===== src/kfr_pkg.sv =====
// Shared types and constants for the keyframe resync packet FIFO.
`timescale 1ns / 1ps
`default_nettype none
package kfr_pkg;

    typedef enum logic [2:0] {
        FUNC_PUSH      = 3'd0,
        FUNC_POP       = 3'd1,
        FUNC_FLUSH     = 3'd2,
        FUNC_SET_ABORT = 3'd3,
        FUNC_CLR_ABORT = 3'd4
    } func_t;

    typedef enum logic [1:0] {
        STAT_DONE    = 2'd0,
        STAT_DROPPED = 2'd1,
        STAT_EMPTY   = 2'd2,
        STAT_ABORTED = 2'd3
    } status_t;

    typedef struct packed {
        logic [31:0] handle;
        logic [7:0]  stream;
        logic        present;
        logic        key;
    } entry_t;

    typedef struct packed {
        status_t     status;
        logic        pop_ok;
        logic [6:0]  discarded;
        logic [6:0]  occupancy;
        logic        resyncing;
    } res_t;

    localparam logic [6:0] MAX_SIZE_RESET = 7'd64;
    localparam logic [7:0] VIDEO_STREAM   = 8'd0;

endpackage
`default_nettype wire


===== src/kfr_ram.sv =====
// Generic single-write, single-read RAM with registered read data.
`timescale 1ns / 1ps
`default_nettype none
module kfr_ram #(
    parameter int WIDTH = 42,
    parameter int DEPTH = 64
) (
    input  wire logic                     aclk,
    input  wire logic                     wr_en,
    input  wire logic [$clog2(DEPTH)-1:0] wr_addr,
    input  wire logic [WIDTH-1:0]         wr_data,
    input  wire logic                     rd_en,
    input  wire logic [$clog2(DEPTH)-1:0] rd_addr,
    output logic      [WIDTH-1:0]         rd_data
);

    logic [WIDTH-1:0] mem [DEPTH];

    always_ff @(posedge aclk) begin
        if (wr_en) begin
            mem[wr_addr] <= wr_data;
        end
        if (rd_en) begin
            rd_data <= mem[rd_addr];
        end
    end

endmodule
`default_nettype wire


===== src/kfr_ctrl.sv =====
// Queue control: pointers, occupancy, resync and abort state, result register.
`timescale 1ns / 1ps
`default_nettype none
module kfr_ctrl #(
    parameter int DEPTH = 64
) (
    input  wire logic                     aclk,
    input  wire logic                     aresetn,
    input  wire logic                     accept,
    input  wire logic [2:0]               func,
    input  wire logic [31:0]              packet_handle,
    input  wire logic                     has_packet,
    input  wire logic [7:0]               stream_index,
    input  wire logic                     key_flag,
    input  wire logic                     cfg_we,
    input  wire logic [6:0]               cfg_data,
    output logic                          wr_en,
    output logic      [$clog2(DEPTH)-1:0] wr_addr,
    output kfr_pkg::entry_t               wr_data,
    output logic      [$clog2(DEPTH)-1:0] rd_addr,
    output kfr_pkg::res_t                 res
);
    import kfr_pkg::*;

    localparam int AW = $clog2(DEPTH);
    localparam int CW = $clog2(DEPTH + 1);
    localparam int LW = (CW > 7) ? CW : 7;

    logic [AW-1:0] rd_ptr_reg, rd_ptr_next;
    logic [AW-1:0] wr_ptr_reg, wr_ptr_next;
    logic [CW-1:0] count_reg, count_next;
    logic          resync_reg, resync_next;
    logic          abort_reg, abort_next;
    logic [6:0]    max_size_reg;
    res_t          res_reg, res_next;

    logic [LW-1:0] max_ext, limit, count_ext;
    logic          key_video, limit_hit;

    function automatic logic [AW-1:0] next_ptr(input logic [AW-1:0] p);
        return (p == AW'(DEPTH - 1)) ? '0 : p + 1'b1;
    endfunction

    assign max_ext   = LW'(max_size_reg);
    assign limit     = (max_ext > LW'(DEPTH)) ? LW'(DEPTH) : max_ext;
    assign count_ext = LW'(count_reg);
    assign limit_hit = count_ext >= limit;
    assign key_video = (stream_index == VIDEO_STREAM) && has_packet && key_flag;

    assign wr_data = '{handle: packet_handle, stream: stream_index,
                       present: has_packet, key: key_flag};
    assign rd_addr = rd_ptr_reg;

    always_comb begin
        rd_ptr_next = rd_ptr_reg;
        wr_ptr_next = wr_ptr_reg;
        count_next  = count_reg;
        resync_next = resync_reg;
        abort_next  = abort_reg;
        wr_en       = 1'b0;
        wr_addr     = wr_ptr_reg;
        res_next    = '0;
        res_next.status = STAT_DONE;

        unique case (func_t'(func))
            FUNC_PUSH: begin
                if (resync_reg && !key_video) begin
                    res_next.status = STAT_DROPPED;
                end else if (resync_reg || limit_hit) begin
                    // restart from an empty queue
                    res_next.discarded = count_ext[6:0];
                    rd_ptr_next = '0;
                    if (key_video) begin
                        resync_next = 1'b0;
                        wr_en       = accept;
                        wr_addr     = '0;
                        wr_ptr_next = next_ptr('0);
                        count_next  = CW'(1);
                    end else begin
                        resync_next = 1'b1;
                        wr_ptr_next = '0;
                        count_next  = '0;
                        res_next.status = STAT_DROPPED;
                    end
                end else begin
                    wr_en       = accept;
                    wr_ptr_next = next_ptr(wr_ptr_reg);
                    count_next  = count_reg + 1'b1;
                end
            end
            FUNC_POP: begin
                if (abort_reg) begin
                    res_next.status = STAT_ABORTED;
                end else if (count_reg == '0) begin
                    res_next.status = STAT_EMPTY;
                end else begin
                    res_next.pop_ok = 1'b1;
                    rd_ptr_next = next_ptr(rd_ptr_reg);
                    count_next  = count_reg - 1'b1;
                end
            end
            FUNC_FLUSH: begin
                res_next.discarded = count_ext[6:0];
                rd_ptr_next = '0;
                wr_ptr_next = '0;
                count_next  = '0;
            end
            FUNC_SET_ABORT: abort_next = 1'b1;
            FUNC_CLR_ABORT: abort_next = 1'b0;
            default: ;
        endcase

        res_next.occupancy = 7'(LW'(count_next));
        res_next.resyncing = resync_next;
    end

    always_ff @(posedge aclk) begin
        if (!aresetn) begin
            rd_ptr_reg   <= '0;
            wr_ptr_reg   <= '0;
            count_reg    <= '0;
            resync_reg   <= 1'b0;
            abort_reg    <= 1'b0;
            max_size_reg <= MAX_SIZE_RESET;
        end else begin
            if (accept) begin
                rd_ptr_reg <= rd_ptr_next;
                wr_ptr_reg <= wr_ptr_next;
                count_reg  <= count_next;
                resync_reg <= resync_next;
                abort_reg  <= abort_next;
            end
            if (cfg_we) begin
                max_size_reg <= cfg_data;
            end
        end
    end

    always_ff @(posedge aclk) begin
        if (accept) begin
            res_reg <= res_next;
        end
    end

    assign res = res_reg;

    a_count_bound: assert property (@(posedge aclk) disable iff (!aresetn)
        count_reg <= CW'(DEPTH))
        else $error("occupancy above depth");

    a_ptr_consistent: assert property (@(posedge aclk) disable iff (!aresetn)
        (count_reg == '0 || count_reg == CW'(DEPTH)) |-> rd_ptr_reg == wr_ptr_reg)
        else $error("pointers disagree with occupancy");

    a_flush_empties: assert property (@(posedge aclk) disable iff (!aresetn)
        (accept && func == FUNC_FLUSH) |=> count_reg == '0 && rd_ptr_reg == '0)
        else $error("flush left entries");

    a_resync_push_only: assert property (@(posedge aclk) disable iff (!aresetn)
        (accept && func != FUNC_PUSH) |=> $stable(resync_reg))
        else $error("resync changed by non-push item");

    a_pop_shrinks: assert property (@(posedge aclk) disable iff (!aresetn)
        (accept && func == FUNC_POP && !abort_reg && count_reg != '0)
        |=> count_reg == $past(count_reg) - 1'b1)
        else $error("pop did not remove one entry");

endmodule
`default_nettype wire


===== src/keyframe_resync_packet_fifo_core.sv =====
// Top level of the keyframe resync packet descriptor FIFO.
//
//  channel   | signals                                      | direction
//  s_        | s_valid/s_ready, func, handle, has, stream,  | in
//            | key                                          |
//  m_        | m_valid/m_ready, status, popped entry,       | out
//            | discarded count, occupancy, resyncing        |
//  cfg_      | cfg_valid/cfg_ready, cfg_max_size            | in
//
// Unless a result stalls, one item per cycle, each result in the next cycle.
// Popped data comes from the entry RAM's registered read port.
// Reset clears pointers, occupancy, resync and abort; max_size returns to 64.
// Entry RAM contents are not cleared; only written entries are ever popped.
// A stalled result holds and blocks input only while m_ready is low.
`timescale 1ns / 1ps
`default_nettype none
module keyframe_resync_packet_fifo_core #(
    parameter int DEPTH = 64
) (
    input  wire logic        aclk,
    input  wire logic        aresetn,
    input  wire logic        s_valid,
    output logic             s_ready,
    input  wire logic [2:0]  s_func,
    input  wire logic [31:0] s_packet_handle,
    input  wire logic        s_has_packet,
    input  wire logic [7:0]  s_stream_index,
    input  wire logic        s_key_flag,
    output logic             m_valid,
    input  wire logic        m_ready,
    output logic [1:0]       m_status,
    output logic [31:0]      m_out_handle,
    output logic             m_out_present,
    output logic [7:0]       m_out_stream,
    output logic             m_out_key,
    output logic [6:0]       m_discarded_count,
    output logic [6:0]       m_occupancy,
    output logic             m_resyncing,
    input  wire logic        cfg_valid,
    output logic             cfg_ready,
    input  wire logic [6:0]  cfg_max_size
);
    import kfr_pkg::*;

    localparam int AW = $clog2(DEPTH);

    logic          accept;
    logic          m_valid_reg;
    logic          wr_en;
    logic [AW-1:0] wr_addr, rd_addr;
    entry_t        wr_data, rd_entry;
    res_t          res;

    assign s_ready   = !m_valid_reg || m_ready;
    assign accept    = s_valid && s_ready;
    assign cfg_ready = 1'b1;

    always_ff @(posedge aclk) begin
        if (!aresetn) begin
            m_valid_reg <= 1'b0;
        end else if (s_ready) begin
            m_valid_reg <= s_valid;
        end
    end

    kfr_ctrl #(.DEPTH(DEPTH)) u_ctrl (
        .aclk          (aclk),
        .aresetn       (aresetn),
        .accept        (accept),
        .func          (s_func),
        .packet_handle (s_packet_handle),
        .has_packet    (s_has_packet),
        .stream_index  (s_stream_index),
        .key_flag      (s_key_flag),
        .cfg_we        (cfg_valid && cfg_ready),
        .cfg_data      (cfg_max_size),
        .wr_en         (wr_en),
        .wr_addr       (wr_addr),
        .wr_data       (wr_data),
        .rd_addr       (rd_addr),
        .res           (res)
    );

    kfr_ram #(.WIDTH($bits(entry_t)), .DEPTH(DEPTH)) u_ram (
        .aclk    (aclk),
        .wr_en   (wr_en),
        .wr_addr (wr_addr),
        .wr_data (wr_data),
        .rd_en   (accept),
        .rd_addr (rd_addr),
        .rd_data (rd_entry)
    );

    assign m_valid           = m_valid_reg;
    assign m_status          = res.status;
    assign m_out_handle      = res.pop_ok ? rd_entry.handle : '0;
    assign m_out_present     = res.pop_ok & rd_entry.present;
    assign m_out_stream      = res.pop_ok ? rd_entry.stream : '0;
    assign m_out_key         = res.pop_ok & rd_entry.key;
    assign m_discarded_count = res.discarded;
    assign m_occupancy       = res.occupancy;
    assign m_resyncing       = res.resyncing;

endmodule
`default_nettype wire

===== config.mk =====
export PLATFORM = sky130hd
export DESIGN_NAME = keyframe_resync_packet_fifo_core
export DESIGN_NICKNAME = d
export VERILOG_FILES = /design/src/kfr_pkg.sv /design/src/kfr_ram.sv /design/src/kfr_ctrl.sv /design/src/keyframe_resync_packet_fifo_core.sv
export SDC_FILE = /design/constraint.sdc
export NUM_CORES = 2
export LEC_CHECK = 0
export BUFFER_PORTS_ARGS = -buffer_cell sky130_fd_sc_hd__buf_4
export CAP_MARGIN = 0
export CORE_MARGIN = 4
export CORE_UTILIZATION = 57
export DETAILED_ROUTE_END_ITERATION = 7
export PLACE_DENSITY = 0.76
export SLEW_MARGIN = 20
export SYNTH_ARGS = -nofsm -noshare
export SYNTH_HDL_FRONTEND = slang
export SYNTH_SLANG_ARGS = --single-unit

===== constraint.sdc =====
create_clock -name aclk -period 5.85 [get_ports aclk]
set_input_delay 0.2925 -clock aclk [delete_from_list [all_inputs] [get_ports aclk]]
set_output_delay 0.2925 -clock aclk [all_outputs]
set_load 0.05 [all_outputs]

==> summary.md <==
| Metric | Value |
|---|---|
| Avg Cell Area, Syn | `approximately 22 um^2` |
| Register area share after synthesis | `between 70% and 80%` |
| Synthesized cell area | `between 0.1 and 0.15 mm^2` |
| Clk slew on worst S/H paths | `0.06 ns` |
| Post-DP HPWL | `159 mm` |
| CP cell instances | `inv_1, nand2_1, ha_1, a21oi_1, o21ai_0, a21o_1, nor2_1, nand4_1, nor2_4, buf_12` |
| Commonest non-fill, non-tap cell in the layout | `edfxtp_1` |
| Hold_ws | `between 0.03 and 0.04 ns` |
| Via count | `between 50000 and 60000` |
| Setup Skew | `0.0514 ns` |
| Register share of total power | `55.0%` |
| Leakage | `~37 nW` |
| Largest register FFs | `2688` |
| Slowest cell on crit path | `nor2_4` |
| Syn Nets | `4903` |
| Initial DRC count | `between 9000 and 10000` |
| Post-DR wirelength/cell | `36.9 um` |
| Number of global-route vias before repair | `55091` |
| # rows | `158` |
| Hold WC Path Type | `input pin to flip-flop` |
| Drt pass-1 iters | `6` |
| Seq cells post-synth | `between 2000 and 3000` |
| Root buffer cell | `clkbuf_16` |
| CP max stage delay | `1.27 ns` |
| Initial antenna violation count | `15` |
| Post-Syn Instances | `4835` |
| Crit path max fanout | `22` |
| Antenna viol nets, final | `0` |
| Hold_sp | `s_packet_handle[2]` |
| Placed Area | `0.112 mm^2` |
| # setup viols final | `0` |
| Placed insts | `~7300` |
| Port-buffer cells | `roughly 120` |
| Top Ports | `~120` |
| Setup TNS | `0 ns` |
| Max-slew violations | `0` |
| Number of CTS-inserted buffers | `284` |
| RR Startpoint | `u_ctrl.max_ext[6]` |
| Combinational Power Share | `between 2 and 2.5%` |
| Critical Path RT | `6.46 ns` |
| Hold-critical path depth | `1` |
| Design Power | `about 40 mW` |
| Post-synth EDFFs | `2748` |
| Switch Pwr | `7.90 mW` |
| CTS Sinks | `2777` |
| Yosys cell types | `68` |
| Nets | `5251` |
| Final worst-path cycle share | `83.8%` |
| Max Freq | `roughly 200 MHz` |
| Grt total ovfl | `0` |
| Clock Power Share | `42.9%` |
| Setup ws final | `0.947 ns` |
| Initial Util | `57.5%` |
| Die width | `approximately 440 um` |
| Most frequent cells in the layout | `edfxtp_1 (2748), mux4_2 (720), clkbuf_16 (291), buf_4 (255), nand2_1 (224)` |
| Final Hold Fails | `0` |
| Global placement routability congestion | `0.879` |
| WL final | `290 mm` |
| Ys flop type | `edfxtp_1` |
| TritonCTS clock tree | `yes` |
| Worst Max-Slew Pin Slew | `between 1 and 1.5 ns` |
| Design area | `0.121 mm^2` |
| RR Endpoint | `u_ram.mem[52][24]` |
| Int Power | `between 30 and 40 mW` |
| Die H | `442 um` |
| Pre-CTS setup slack | `1.22 ns` |
| WHS Endpoint | `u_ram.mem[3][12]` |
| Largest net degree at the start of global routing | `126` |
| CP endpoint kind | `flip-flop` |
| Finished Layout Cells | `7864` |
| Synth-to-layout area growth | `13.1%` |
| Reg2reg path depth | `10` |
| Register-to-register setup slack | `0.95 ns` |
| Drt drc | `0` |
| Vias per cell | `7.04` |
| RSZ-0062 raised after global routing | `no` |
| Outcome | `finished clean` |
| Layout cells sized above 1 | `between 20% and 30%` |
| Switch share | `19.8%` |
| First-pass GRT wire length | `413 mm` |
| CP Launch Type | `flip-flop` |
| Critical path buffers and inverters | `2` |
| Gr usage total | `30.2%` |
| Peak supply drop | `slightly above 300 uV` |
| Final Util | `65.0%` |
| Post-CTS Setup Bufs | `0` |
| CP arrival | `5.51 ns` |
| Pwr/cell area | `329 mW/mm^2` |
| Die area | `0.195 mm^2` |
| Top delay family on crit path | `simple AND/OR/NAND/NOR gates` |
| Yosys warning total | `0` |
| Core area | `0.186 mm^2` |
| CP Depth | `10` |
| Worst skew pair latency | `between 0.9 and 1 ns` |
| Setup CP Type | `flip-flop to flip-flop` |
| Crit path time final | `4.90 ns` |
| Number of H-tree levels | `5` |
| Slew margin rel. | `19.2%` |
| Maxcap violations | `0` |
| CTS Buffer Depth | `4` |
| Ys async rst share | `0%` |
-- logic make-up (layout without fill, tap and decap cells) --
kind of cell / count (synthesis) / in the layout / synth area share [%]
other cells: 1 / 8 / 0.00350
buf+inv: 313 / 855 / 1.50
compound gates: 384 / 384 / 2.37
flops: 2777 / 2777 / 77.6
mux: 819 / 819 / 16.1
simple gates: 530 / 530 / 2.33
fa+ha+maj: 11 / 11 / 0.128
-- power groups by stage --
stage               sequential [mW]  combinational [mW]  clock (mW)
global placement               22.3               0.776           0
detailed placement             22.3               0.805           0
CTS                            21.9               0.847        17.2
finish                         21.9               0.849        17.1
global route                   21.9               0.901        18.1
floorplan                      22.3               0.330           0
-- cell usage after synthesis (all sizes together) (3+ instances only) --
cell type  instances  share of area [%]
a211oi            56               0.39
a21o               3              0.021
nand2            224               0.78
a21oi             80               0.38
o21ai             52               0.24
nor3              43               0.21
nor4               6              0.035
ha                11               0.13
nor2              84               0.29
o221ai             6              0.055
mux2              22               0.23
a311oi             3              0.025
nor3b              3              0.021
inv               16              0.056
a31o               3              0.025
and2              53               0.31
o211ai             7              0.049
o21a               3              0.021
nand2b             5              0.036
nand4              5              0.029
o41ai              3              0.025
a32oi              9              0.074
a31oi             59               0.34
buf              178                1.0
nor2b             55               0.32
a32o               3              0.028
mux2i             77               0.72
nand3             25               0.12
edfxtp          2748                 77
o31ai              3              0.021
mux4             720                 15
o22ai             41               0.24
a22oi             15               0.11
or3                8              0.047
clkbuf           117               0.41
a221oi            22               0.18
dfxtp             29               0.54
nand3b             6              0.042
and3               5              0.029
-- metal layers --
metal	vias up	global-route usage, %	wire length, um
li1	21073	-	-
met3	769	8.20	38800
met1	28816	41.8	100000
met4	10	13.5	14800
met2	4678	45.9	136000
met5	-	0	64
-- cell type report --
class / instances / area, um^2
tap: 2480 / 3100
inverter: 18 / 76.3
clock inverter: 137 / 1090
fill: 11385 / 65100
sequential: 2777 / 83100
multi-input combinational: 1745 / 22800
antenna: 7 / 17.5
clock buffer: 343 / 7480
timing repair buffer: 357 / 3370
-- timing repair --
item / CTS / global route
hold buffers: 62 / 0
endpoints found under the hold margin: 1924 / 0
gates resized for setup: 0 / 0
endpoints found under the setup margin: 0 / 0
-- worst max path at each step --
stage                            startpoint           endpoint
after global placement    u_ctrl.max_ext[6]  u_ram.mem[54][24]
after CTS                 u_ctrl.max_ext[6]  u_ram.mem[55][37]
after global routing      u_ctrl.max_ext[6]  u_ram.mem[52][24]
final                     u_ctrl.max_ext[6]  u_ram.mem[52][24]
after detailed placement  u_ctrl.max_ext[6]  u_ram.mem[55][11]
after floorplan                     m_valid   u_ram.mem[48][0]
(Power assumes the default switching activity.)
